==> src/satd_pkg.sv <==
// ----------------------------------------------------------------------------
// SATD package
// Shared widths, coefficient types and the 4-point Hadamard butterfly.
// ----------------------------------------------------------------------------
package satd_pkg;

    localparam int RowPix   = 8;    // pixels per row transfer
    localparam int PixW     = 8;
    localparam int RowBits  = RowPix * PixW;
    localparam int CoefW    = 11;   // row-transformed difference
    localparam int ColW     = 13;   // column-transformed coefficient
    localparam int AbsW     = 12;   // magnitude of a column coefficient
    localparam int ColSumW  = 14;   // four magnitudes of one column
    localparam int TileSumW = 17;   // all magnitudes of one 8x4 tile
    localparam int TotalW   = 20;
    localparam int CodeW    = 2;
    localparam int TileCntW = 4;
    localparam int TileRows = 4;
    localparam int BufRows  = TileRows - 1;
    localparam int AddrW    = 3;
    localparam int DataW    = 32;
    localparam int InDataW  = 2 * RowBits;
    localparam int OutDataW = 24;

    // size codes
    localparam logic [CodeW-1:0] Code4  = 2'd0;
    localparam logic [CodeW-1:0] Code16 = 2'd2;
    localparam logic [CodeW-1:0] CodeMax = 2'd2;

    // register select (address bit 2)
    localparam logic RegWidth  = 1'b0;
    localparam logic RegHeight = 1'b1;

    typedef logic signed [CoefW-1:0] t_coef;

    typedef struct packed {
        logic signed [ColW-1:0] c3;
        logic signed [ColW-1:0] c2;
        logic signed [ColW-1:0] c1;
        logic signed [ColW-1:0] c0;
    } t_h4;

    function automatic t_h4 hadamard4(input logic signed [ColW-1:0] s0,
                                      input logic signed [ColW-1:0] s1,
                                      input logic signed [ColW-1:0] s2,
                                      input logic signed [ColW-1:0] s3);
        logic signed [ColW-1:0] t0;
        logic signed [ColW-1:0] t1;
        logic signed [ColW-1:0] t2;
        logic signed [ColW-1:0] t3;
        t_h4                    o;
        t0 = s0 + s1;
        t1 = s0 - s1;
        t2 = s2 + s3;
        t3 = s2 - s3;
        o.c0 = t0 + t2;
        o.c1 = t1 + t3;
        o.c2 = t0 - t2;
        o.c3 = t1 - t3;
        return o;
    endfunction

endpackage

==> src/satd_row_xform.sv <==
// ----------------------------------------------------------------------------
// SATD row transform
// Pixel differences of one row and a 4-point Hadamard per 4-pixel half.
// ----------------------------------------------------------------------------
module satd_row_xform (
    input  logic [satd_pkg::RowBits-1:0] i_cur,
    input  logic [satd_pkg::RowBits-1:0] i_ref,
    output satd_pkg::t_coef              o_coef [satd_pkg::RowPix]
);
    import satd_pkg::*;

    logic signed [ColW-1:0] d [RowPix];
    t_h4                    h [2];

    always_comb begin
        for (int i = 0; i < RowPix; i++) begin
            d[i] = $signed({{(ColW-PixW){1'b0}}, i_cur[PixW*i +: PixW]})
                 - $signed({{(ColW-PixW){1'b0}}, i_ref[PixW*i +: PixW]});
        end
        for (int k = 0; k < 2; k++) begin
            h[k] = hadamard4(d[4*k], d[4*k+1], d[4*k+2], d[4*k+3]);
            // magnitudes stay below 1024, so the low bits carry the value
            o_coef[4*k]   = h[k].c0[CoefW-1:0];
            o_coef[4*k+1] = h[k].c1[CoefW-1:0];
            o_coef[4*k+2] = h[k].c2[CoefW-1:0];
            o_coef[4*k+3] = h[k].c3[CoefW-1:0];
        end
    end

endmodule

==> src/satd_col_sum.sv <==
// ----------------------------------------------------------------------------
// SATD column sum
// Column Hadamard over four row coefficients and the sum of magnitudes.
// ----------------------------------------------------------------------------
module satd_col_sum (
    input  satd_pkg::t_coef              i_r0,
    input  satd_pkg::t_coef              i_r1,
    input  satd_pkg::t_coef              i_r2,
    input  satd_pkg::t_coef              i_r3,
    output logic [satd_pkg::ColSumW-1:0] o_sum
);
    import satd_pkg::*;

    t_h4                    h;
    logic signed [ColW-1:0] v  [TileRows];
    logic [AbsW-1:0]        mg [TileRows];

    always_comb begin
        h = hadamard4(ColW'(i_r0), ColW'(i_r1), ColW'(i_r2), ColW'(i_r3));
        v[0] = h.c0;
        v[1] = h.c1;
        v[2] = h.c2;
        v[3] = h.c3;
        for (int r = 0; r < TileRows; r++) begin
            mg[r] = v[r][ColW-1] ? AbsW'(-v[r]) : AbsW'(v[r]);
        end
        o_sum = ColSumW'(mg[0]) + ColSumW'(mg[1]) + ColSumW'(mg[2]) + ColSumW'(mg[3]);
    end

endmodule

==> src/satd_hadamard_block_unit.sv <==
// ----------------------------------------------------------------------------
// SATD Hadamard block unit
// Streams pixel rows of a block, transforms 4-row tiles and emits the
// block's sum of absolute transformed differences.
// ----------------------------------------------------------------------------
//  channel   | direction | payload (lowest bit first)
//  ----------+-----------+------------------------------------------------
//  s_axis    | in        | cur_row[63:0], ref_row[127:64]
//  m_axis    | out       | satd_total[19:0], zero fill to 24 bits
//  apb       | in/out    | 0x0 width_code, 0x4 height_code (2 bits each)
//
//  One row transfer per cycle, sustained; the pipeline never waits on
//  itself, only on m_axis_tready when a finished total is still held.
//  The total reaches m_axis through the input register, the row coefficient
//  register, the column sum register and the output register.
//  Reset (synchronous, active low) clears the codes, counters and valids.
//  A stalled result backs up through the column stages and then holds the
//  row input, so no row enters the row buffer while a fourth row waits.
// ----------------------------------------------------------------------------
module satd_hadamard_block_unit (
    input  logic                             i_clk,
    input  logic                             i_rst_n,
    // slave stream: cur_row[63:0], ref_row[127:64]
    input  logic                             s_axis_tvalid,
    output logic                             s_axis_tready,
    input  logic [satd_pkg::InDataW-1:0]     s_axis_tdata,
    // master stream: satd_total[19:0], zeros above
    output logic                             m_axis_tvalid,
    input  logic                             m_axis_tready,
    output logic [satd_pkg::OutDataW-1:0]    m_axis_tdata,
    // configuration
    input  logic                             psel,
    input  logic                             penable,
    input  logic                             pwrite,
    input  logic [satd_pkg::AddrW-1:0]       paddr,
    input  logic [satd_pkg::DataW-1:0]       pwdata,
    output logic [satd_pkg::DataW-1:0]       prdata,
    output logic                             pready
);
    import satd_pkg::*;

    localparam logic [1:0]          LastRow  = 2'(TileRows - 1);
    localparam logic [TileCntW-1:0] MaxTile  = TileCntW'(7);

    // configuration registers
    logic [CodeW-1:0]    r_width;
    logic [CodeW-1:0]    r_height;
    logic                cfg_wr;
    logic [CodeW-1:0]    wc;
    logic [CodeW-1:0]    hc;
    logic [TileCntW-1:0] tile_cnt;
    logic                last_tile;

    // stage 1: input row
    logic                r_v1;
    logic [RowBits-1:0]  r_cur;
    logic [RowBits-1:0]  r_ref;
    logic [1:0]          r_phase;
    logic [1:0]          n_phase;
    logic [TileCntW-1:0] r_tile;
    logic [TileCntW-1:0] n_tile;
    t_coef               row_coef [RowPix];

    // row buffer and stage 2: fourth row of a tile
    t_coef               r_buf [BufRows][RowPix];
    t_coef               r_rc  [RowPix];
    logic                r_v2;
    logic                r_done2;

    // stage 3: column sums
    logic [ColSumW-1:0]  col_sum [RowPix];
    logic [ColSumW-1:0]  r_csum  [RowPix];
    logic                r_v3;
    logic                r_done3;
    logic [TileSumW-1:0] tile_sum;
    logic [TotalW-1:0]   r_acc;
    logic [TotalW-1:0]   n_acc;

    // output register
    logic                r_out_valid;
    logic [TotalW-1:0]   r_out_data;

    // flow control
    logic out_free;
    logic rel1;
    logic rel2;
    logic rel3;
    logic free2;
    logic free3;

    // ---------------------------------------------------------------- config
    assign pready = 1'b1;
    assign cfg_wr = psel & penable & pwrite;
    assign prdata = (paddr[2] == RegHeight) ? DataW'(r_height) : DataW'(r_width);

    // code three acts as the largest size
    assign wc = (r_width  > CodeMax) ? CodeMax : r_width;
    assign hc = (r_height > CodeMax) ? CodeMax : r_height;
    assign tile_cnt  = ((wc == Code16) ? TileCntW'(2) : TileCntW'(1)) << hc;
    assign last_tile = ((TileCntW+1)'(r_tile) + (TileCntW+1)'(1))
                       >= (TileCntW+1)'(tile_cnt);

    // ---------------------------------------------------------- flow control
    // A stage releases when the next one is empty or releasing too; only
    // tile-complete tokens occupy stages 2 and 3. Stage 1 also waits on
    // stage 2 for every row, since stage 2 reads the row buffer.
    assign out_free = !r_out_valid || m_axis_tready;
    assign rel3     = r_v3 && (!r_done3 || out_free);
    assign free3    = !r_v3 || rel3;
    assign rel2     = r_v2 && free3;
    assign free2    = !r_v2 || rel2;
    assign rel1     = r_v1 && free2;
    assign s_axis_tready = !r_v1 || rel1;

    // ------------------------------------------------------------- datapath
    satd_row_xform u_row (
        .i_cur  (r_cur),
        .i_ref  (r_ref),
        .o_coef (row_coef)
    );

    for (genvar c = 0; c < RowPix; c++) begin : g_col
        satd_col_sum u_col (
            .i_r0  (r_buf[0][c]),
            .i_r1  (r_buf[1][c]),
            .i_r2  (r_buf[2][c]),
            .i_r3  (r_rc[c]),
            .o_sum (col_sum[c])
        );
    end

    always_comb begin
        tile_sum = '0;
        for (int c = 0; c < RowPix; c++) begin
            tile_sum = tile_sum + TileSumW'(r_csum[c]);
        end
        n_acc   = r_acc + TotalW'(tile_sum >> 1);
        n_phase = r_phase + 2'd1;
        n_tile  = last_tile ? '0 : r_tile + TileCntW'(1);
    end

    // payload registers
    always_ff @(posedge i_clk) begin
        if (s_axis_tvalid && s_axis_tready) begin
            r_cur <= s_axis_tdata[RowBits-1:0];
            r_ref <= s_axis_tdata[InDataW-1:RowBits];
        end
        if (rel1) begin
            if (r_phase == LastRow) begin
                r_rc    <= row_coef;
                r_done2 <= last_tile;
            end else begin
                r_buf[r_phase] <= row_coef;
            end
        end
        if (rel2) begin
            r_done3 <= r_done2;
            for (int c = 0; c < RowPix; c++) begin
                // a 4-wide block uses only the left half
                r_csum[c] <= (c >= RowPix / 2 && wc == Code4) ? '0 : col_sum[c];
            end
        end
        if (rel3 && r_done3) begin
            r_out_data <= n_acc;
        end
    end

    // control registers
    always_ff @(posedge i_clk) begin
        if (!i_rst_n) begin
            r_width     <= '0;
            r_height    <= '0;
            r_v1        <= 1'b0;
            r_v2        <= 1'b0;
            r_v3        <= 1'b0;
            r_out_valid <= 1'b0;
            r_phase     <= '0;
            r_tile      <= '0;
            r_acc       <= '0;
        end else begin
            // stage valids
            if (s_axis_tvalid && s_axis_tready) begin
                r_v1 <= 1'b1;
            end else if (rel1) begin
                r_v1 <= 1'b0;
            end
            if (rel1 && r_phase == LastRow) begin
                r_v2 <= 1'b1;
            end else if (rel2) begin
                r_v2 <= 1'b0;
            end
            if (rel2) begin
                r_v3 <= 1'b1;
            end else if (rel3) begin
                r_v3 <= 1'b0;
            end
            if (rel3 && r_done3) begin
                r_out_valid <= 1'b1;
            end else if (m_axis_tready) begin
                r_out_valid <= 1'b0;
            end

            // row counter advances with each row leaving stage 1, tile counter on each fourth row
            if (rel1) begin
                r_phase <= n_phase;
                if (r_phase == LastRow) begin
                    r_tile <= n_tile;
                end
            end

            // accumulate tiles; drop the sum once the block total is out
            if (rel3) begin
                r_acc <= r_done3 ? '0 : n_acc;
            end

            // a register write abandons any partial block
            if (cfg_wr) begin
                unique case (paddr[2])
                    RegWidth:  r_width  <= pwdata[CodeW-1:0];
                    RegHeight: r_height <= pwdata[CodeW-1:0];
                    default:   ;
                endcase
                r_phase <= '0;
                r_tile  <= '0;
                r_acc   <= '0;
            end
        end
    end

    assign m_axis_tvalid = r_out_valid;
    assign m_axis_tdata  = OutDataW'(r_out_data);

`ifndef SYNTHESIS
    a_tile_token: assert property (@(posedge i_clk) disable iff (!i_rst_n)
        $rose(r_v2) |-> $past(r_v1 && r_phase == LastRow))
        else $error("tile token without a fourth row");

    a_total_src: assert property (@(posedge i_clk) disable iff (!i_rst_n)
        $rose(r_out_valid) |-> $past(r_v3 && r_done3))
        else $error("total emitted without a finished block");

    a_tile_range: assert property (@(posedge i_clk) disable iff (!i_rst_n)
        r_tile <= MaxTile)
        else $error("tile counter beyond the largest block");

    a_phase_hold: assert property (@(posedge i_clk) disable iff (!i_rst_n)
        (r_v1 && !rel1 && !cfg_wr) |=> $stable(r_phase))
        else $error("row phase moved while the row was held");
`endif

endmodule

==> config.mk <==
export PLATFORM = sky130hd
export DESIGN_NAME = satd_hadamard_block_unit
export DESIGN_NICKNAME = d
export VERILOG_FILES = /design/src/satd_pkg.sv /design/src/satd_row_xform.sv /design/src/satd_col_sum.sv /design/src/satd_hadamard_block_unit.sv
export SDC_FILE = /design/constraint.sdc
export NUM_CORES = 2
export LEC_CHECK = 0
export ABC_CLOCK_PERIOD_IN_PS = 17300
export BUFFER_PORTS_ARGS = -buffer_cell sky130_fd_sc_hd__buf_2
export CELL_PAD_IN_SITES_DETAIL_PLACEMENT = 1
export CELL_PAD_IN_SITES_GLOBAL_PLACEMENT = 1
export CORE_ASPECT_RATIO = 0.75
export CORE_MARGIN = 4
export CORE_UTILIZATION = 55
export DETAILED_ROUTE_END_ITERATION = 10
export PLACE_DENSITY = 0.85
export RECOVER_POWER = 100
export SLEW_MARGIN = 15
export SYNTH_ARGS = -nofsm -noshare
export SYNTH_HDL_FRONTEND = slang
export SYNTH_HIERARCHICAL = 1
export SYNTH_SLANG_ARGS = --single-unit
==> constraint.sdc <==
create_clock -name i_clk -period 17.3 [get_ports i_clk]
set_clock_uncertainty 0.2 [all_clocks]
set_input_delay 1.73 -clock i_clk [delete_from_list [all_inputs] [get_ports i_clk]]
set_output_delay 1.73 -clock i_clk [all_outputs]
set_load 0.05 [all_outputs]
==> impl_results.html <==
<table>
<tr><th>Metric</th><th>Value</th></tr>
<tr><th colspan="2">Worst setup path</th></tr>
<tr><td>Worst EP arrival</td><td>11.95 ns</td></tr>
<tr><td>Kind of end point of the critical path</td><td>flip-flop</td></tr>
<tr><td>Critical Path Start Type</td><td>flip-flop</td></tr>
<tr><td>CP most frequent cell</td><td>sky130_fd_sc_hd__o21ai_0</td></tr>
<tr><td>Critical path type</td><td>reg2reg</td></tr>
<tr><td>Crit-path max cell delay</td><td>2.02 ns</td></tr>
<tr><td>Cell type of the slowest stage on the worst timing path</td><td>sky130_fd_sc_hd__o41ai_1</td></tr>
<tr><td>Required time of the critical path</td><td>between 15 and 20 ns</td></tr>
<tr><td>Worst Path Max Fanout</td><td>12</td></tr>
<tr><th colspan="2">Logic synthesis</th></tr>
<tr><td>Yosys warns</td><td>6</td></tr>
<tr><td>Top-area cell type share of the netlist area</td><td>0.222</td></tr>
<tr><td>Library cell with the highest instance count after synthesis</td><td>sky130_fd_sc_hd__inv_1</td></tr>
<tr><td>Most numerous cell types in the synthesized netlist</td><td>sky130_fd_sc_hd__inv_1 (1498), sky130_fd_sc_hd__ha_1 (1131), sky130_fd_sc_hd__xnor2_1 (775), sky130_fd_sc_hd__nor2_1 (641), sky130_fd_sc_hd__edfxtp_1 (614)</td></tr>
<tr><td>Mapped Cells</td><td>9326</td></tr>
<tr><td>Top FF cell, synth</td><td>sky130_fd_sc_hd__edfxtp_1</td></tr>
<tr><td>Top post-synthesis cells by area</td><td>sky130_fd_sc_hd__edfxtp_1 (22%), sky130_fd_sc_hd__ha_1 (17%), sky130_fd_sc_hd__fa_1 (8.6%)</td></tr>
<tr><td>Number of distinct standard cells referenced by the synthesized netlist</td><td>136</td></tr>
<tr><td>Mapped cell area</td><td>0.0830 sq mm</td></tr>
<tr><td>Fraction of the yosys area taken by sequential cells</td><td>0.230</td></tr>
<tr><td>Number of flops mapped to enable cells by yosys</td><td>614</td></tr>
<tr><td>Post-synth top area cell</td><td>sky130_fd_sc_hd__edfxtp_1</td></tr>
<tr><td>Mean post-synth cell area</td><td>8.90 sq um</td></tr>
<tr><td>Post-synthesis async set-or-reset flop share</td><td>0</td></tr>
<tr><td>Number of register bits inferred by synthesis</td><td>approximately 650</td></tr>
<tr><th colspan="2">Global routing</th></tr>
<tr><td>Via count of the first global-routing pass</td><td>70700</td></tr>
<tr><td>Total congestion overflow after global routing</td><td>0</td></tr>
<tr><td>Maximum number of pins on one net before global-route repair</td><td>85</td></tr>
<tr><td>Antenna violations before repair</td><td>2</td></tr>
<tr><td>Gr usage total</td><td>0.315</td></tr>
<tr><td>Global-route wire length before repair</td><td>396000 um</td></tr>
<tr><th colspan="2">Die</th></tr>
<tr><td>Vertical extent of the die</td><td>344 um</td></tr>
<tr><td>Core area</td><td>between 0.1 and 0.15 sq mm</td></tr>
<tr><td>Die outline width</td><td>between 400 and 500 um</td></tr>
<tr><td>Starting density of the core</td><td>0.554</td></tr>
<tr><td>Number of rows in the core area</td><td>123</td></tr>
<tr><td>Number of top-level design ports</td><td>229</td></tr>
<tr><td>Floorplan die area</td><td>0.157 sq mm</td></tr>
<tr><th colspan="2">Cells and area</th></tr>
<tr><td>Fraction of final layout cells with drive strength greater than 1</td><td>0.0453</td></tr>
<tr><td>Final #Nets</td><td>11000</td></tr>
<tr><td>Layout fillers</td><td>17600</td></tr>
<tr><td>Syn-to-layout area delta</td><td>5.53%</td></tr>
<tr><td>Final standard cell count with taps included and fillers excluded</td><td>~11000</td></tr>
<tr><td>Diodes inserted</td><td>0</td></tr>
<tr><td>Layout Utilization</td><td>0.584</td></tr>
<tr><th colspan="2">Timing</th></tr>
<tr><td>Worst-Margin Slew</td><td>around 4.8 ns</td></tr>
<tr><td>Endpoints failing setup</td><td>0</td></tr>
<tr><td>Relative slew slack</td><td>-2.19</td></tr>
<tr><td>Crit share post-route</td><td>0.670</td></tr>
<tr><td>RSZ-0062 raised after global routing</td><td>no</td></tr>
<tr><td>Post-route setup TNS</td><td>0 ns</td></tr>
<tr><td>Fmax</td><td>86.3 MHz</td></tr>
<tr><td>Final Hold Slack</td><td>0.231 ns</td></tr>
<tr><td>Total count of max-transition violations in the final report</td><td>643</td></tr>
<tr><td>Hold violation total from the final report</td><td>0</td></tr>
<tr><td>Post-layout minimum cycle time</td><td>between 10 and 15 ns</td></tr>
<tr><th colspan="2">Placement</th></tr>
<tr><td>Post-DP HPWL</td><td>209000 um</td></tr>
<tr><td>Placed Cells incl. Taps</td><td>between 10000 and 15000</td></tr>
<tr><td>Final weighted congestion of routability-driven global placement</td><td>0.926</td></tr>
<tr><td>Count of input and output buffers</td><td>~160</td></tr>
<tr><th colspan="2">Clocking</th></tr>
<tr><td>Worst skew pair latency</td><td>roughly 0.73 ns</td></tr>
<tr><td>Total CTS buffers</td><td>between 70 and 80</td></tr>
<tr><td>Post-CTS setup buffers</td><td>0</td></tr>
<tr><td>Clock tree from TritonCTS</td><td>done</td></tr>
<tr><td>Number of cells upsized or downsized after cts</td><td>0</td></tr>
<tr><td>Maximum level of the CTS H-tree</td><td>3</td></tr>
<tr><td>Clock tree sinks</td><td>648</td></tr>
<tr><td>Maximum buffer depth of the clock tree</td><td>3</td></tr>
<tr><td>Hold_buf cts</td><td>0</td></tr>
<tr><td>Library cell used as clock root buffer</td><td>sky130_fd_sc_hd__clkbuf_16</td></tr>
<tr><td>Clock input transition at the sequential cells of the worst setup and hold paths</td><td>0.06 ns</td></tr>
<tr><th colspan="2">Run status</th></tr>
<tr><td>Result of the run</td><td>finished with violations</td></tr>
<tr><td>Violated checks</td><td>capacitance limit, slew limit</td></tr>
<tr><th colspan="2">Drt</th></tr>
<tr><td>Via count</td><td>68100</td></tr>
<tr><td>Drt via density</td><td>about 6.0</td></tr>
<tr><td>Detailed-routing iteration count for the pre-antenna-repair pass</td><td>5</td></tr>
<tr><td>Post-route DRC</td><td>0</td></tr>
<tr><td>Average detailed-routed wire length per instance</td><td>22.1 um</td></tr>
<tr><td>Residual antenna-violating net count after detailed routing</td><td>0</td></tr>
<tr><td>Final routed wirelength across all metal layers</td><td>253000 um</td></tr>
<tr><td>Iter 0 DRT Violations</td><td>5244</td></tr>
<tr><th colspan="2">Hold path</th></tr>
<tr><td>Min-Delay Path Class</td><td>reg2reg</td></tr>
<tr><th colspan="2">Job</th></tr>
<tr><td>Max-cap violations</td><td>14</td></tr>
</table>
==> registers in the layout, summed over array words and instances, names as in the netlist, 2 cells and up <==
register    flops
r_rc           88
r_out_data     20
r_height        2
r_cur          64
r_csum        112
r_ref          64
r_width         2
r_buf         264
r_phase         2
r_tile          4
r_acc          20
==> cells by family after synthesis <==
logic type      synth area share
compound gates             0.175
simple gates               0.131
buf+inv                   0.0848
fa+ha+maj                  0.256
xor+xnor                   0.117
flops                      0.230
mux                      0.00562
other cells            0.0000905
==> stage by stage <==
stage               cell area [sq um]  setup slack (ns)
floorplan                       83100              7.82
global placement                85200              8.36
detailed placement              85200              7.74
CTS                             87800              7.59
global route                    87600              5.29
finish                          87600              5.71
==> metal layers <==
layer  part of all wire  track usage
met2               0.44        0.497
met3              0.062       0.0436
met4              0.021       0.0648
met1               0.48        0.461
met5            0.00011            0
==> placed cells by master, fill, tap and decap left out, types with 39 or more instances in the layout <==
cell	instances
sky130_fd_sc_hd__a211oi_1	65
sky130_fd_sc_hd__o211ai_1	39
sky130_fd_sc_hd__clkbuf_16	77
sky130_fd_sc_hd__a21boi_0	46
sky130_fd_sc_hd__nand3_1	118
sky130_fd_sc_hd__o21a_1	96
sky130_fd_sc_hd__nand2b_1	110
sky130_fd_sc_hd__xnor2_1	775
sky130_fd_sc_hd__o21ai_0	364
sky130_fd_sc_hd__nand2_1	383
sky130_fd_sc_hd__and3_1	66
sky130_fd_sc_hd__o31ai_1	53
sky130_fd_sc_hd__inv_1	1497
sky130_fd_sc_hd__edfxtp_1	614
sky130_fd_sc_hd__and2_1	54
sky130_fd_sc_hd__a21o_1	147
sky130_fd_sc_hd__nor2_1	641
sky130_fd_sc_hd__fa_1	356
sky130_fd_sc_hd__or3_1	63
sky130_fd_sc_hd__nor3_1	182
sky130_fd_sc_hd__xor2_1	322
sky130_fd_sc_hd__ha_1	1131
sky130_fd_sc_hd__nor2b_1	206
sky130_fd_sc_hd__o21bai_1	161
sky130_fd_sc_hd__a31oi_1	106
sky130_fd_sc_hd__clkbuf_1	74
sky130_fd_sc_hd__a21oi_1	584
sky130_fd_sc_hd__or2_2	44
sky130_fd_sc_hd__buf_2	109
==> worst max-delay path, delay by kind of cell, from the launching register on <==
kind | cells | cell delay (ns)
compound gates | 16 | 7.14
fa+ha+maj | 6 | 2.46
simple gates | 6 | 0.82
flops | 1 | 0.41
buf+inv | 4 | 0.37
==> layout make-up <==
class	instances	area (sq um)	area share
sequential	648	19100	0.218
inverter	1500	5630	0.0643
clock buffer	88	1990	0.0227
multi-input combinational	6942	56900	0.650
timing repair buffer	183	857	0.00979
tap	2000	2500	0.0286
clock inverter	51	588	0.00671
==> path summary, 6_finish.rpt <==
kind                                       startpoint                          end  slack (ns)  depth (start not counted)
worst max-delay path            r_buf[1][1]$_DFFE_PP_  r_csum[1][55]$_SDFFCE_PN0P_        5.71                         32
worst max register to register  r_buf[1][1]$_DFFE_PP_  r_csum[1][55]$_SDFFCE_PN0P_        5.71                         32
worst min register to register      r_done2$_DFFE_PP_            r_done3$_DFFE_PP_        0.23                          0
worst min-delay path                r_done2$_DFFE_PP_            r_done3$_DFFE_PP_        0.23                          0
Power is not shown: default switching activity piles up to over one toggle a cycle in this logic, so the estimate is an artifact.
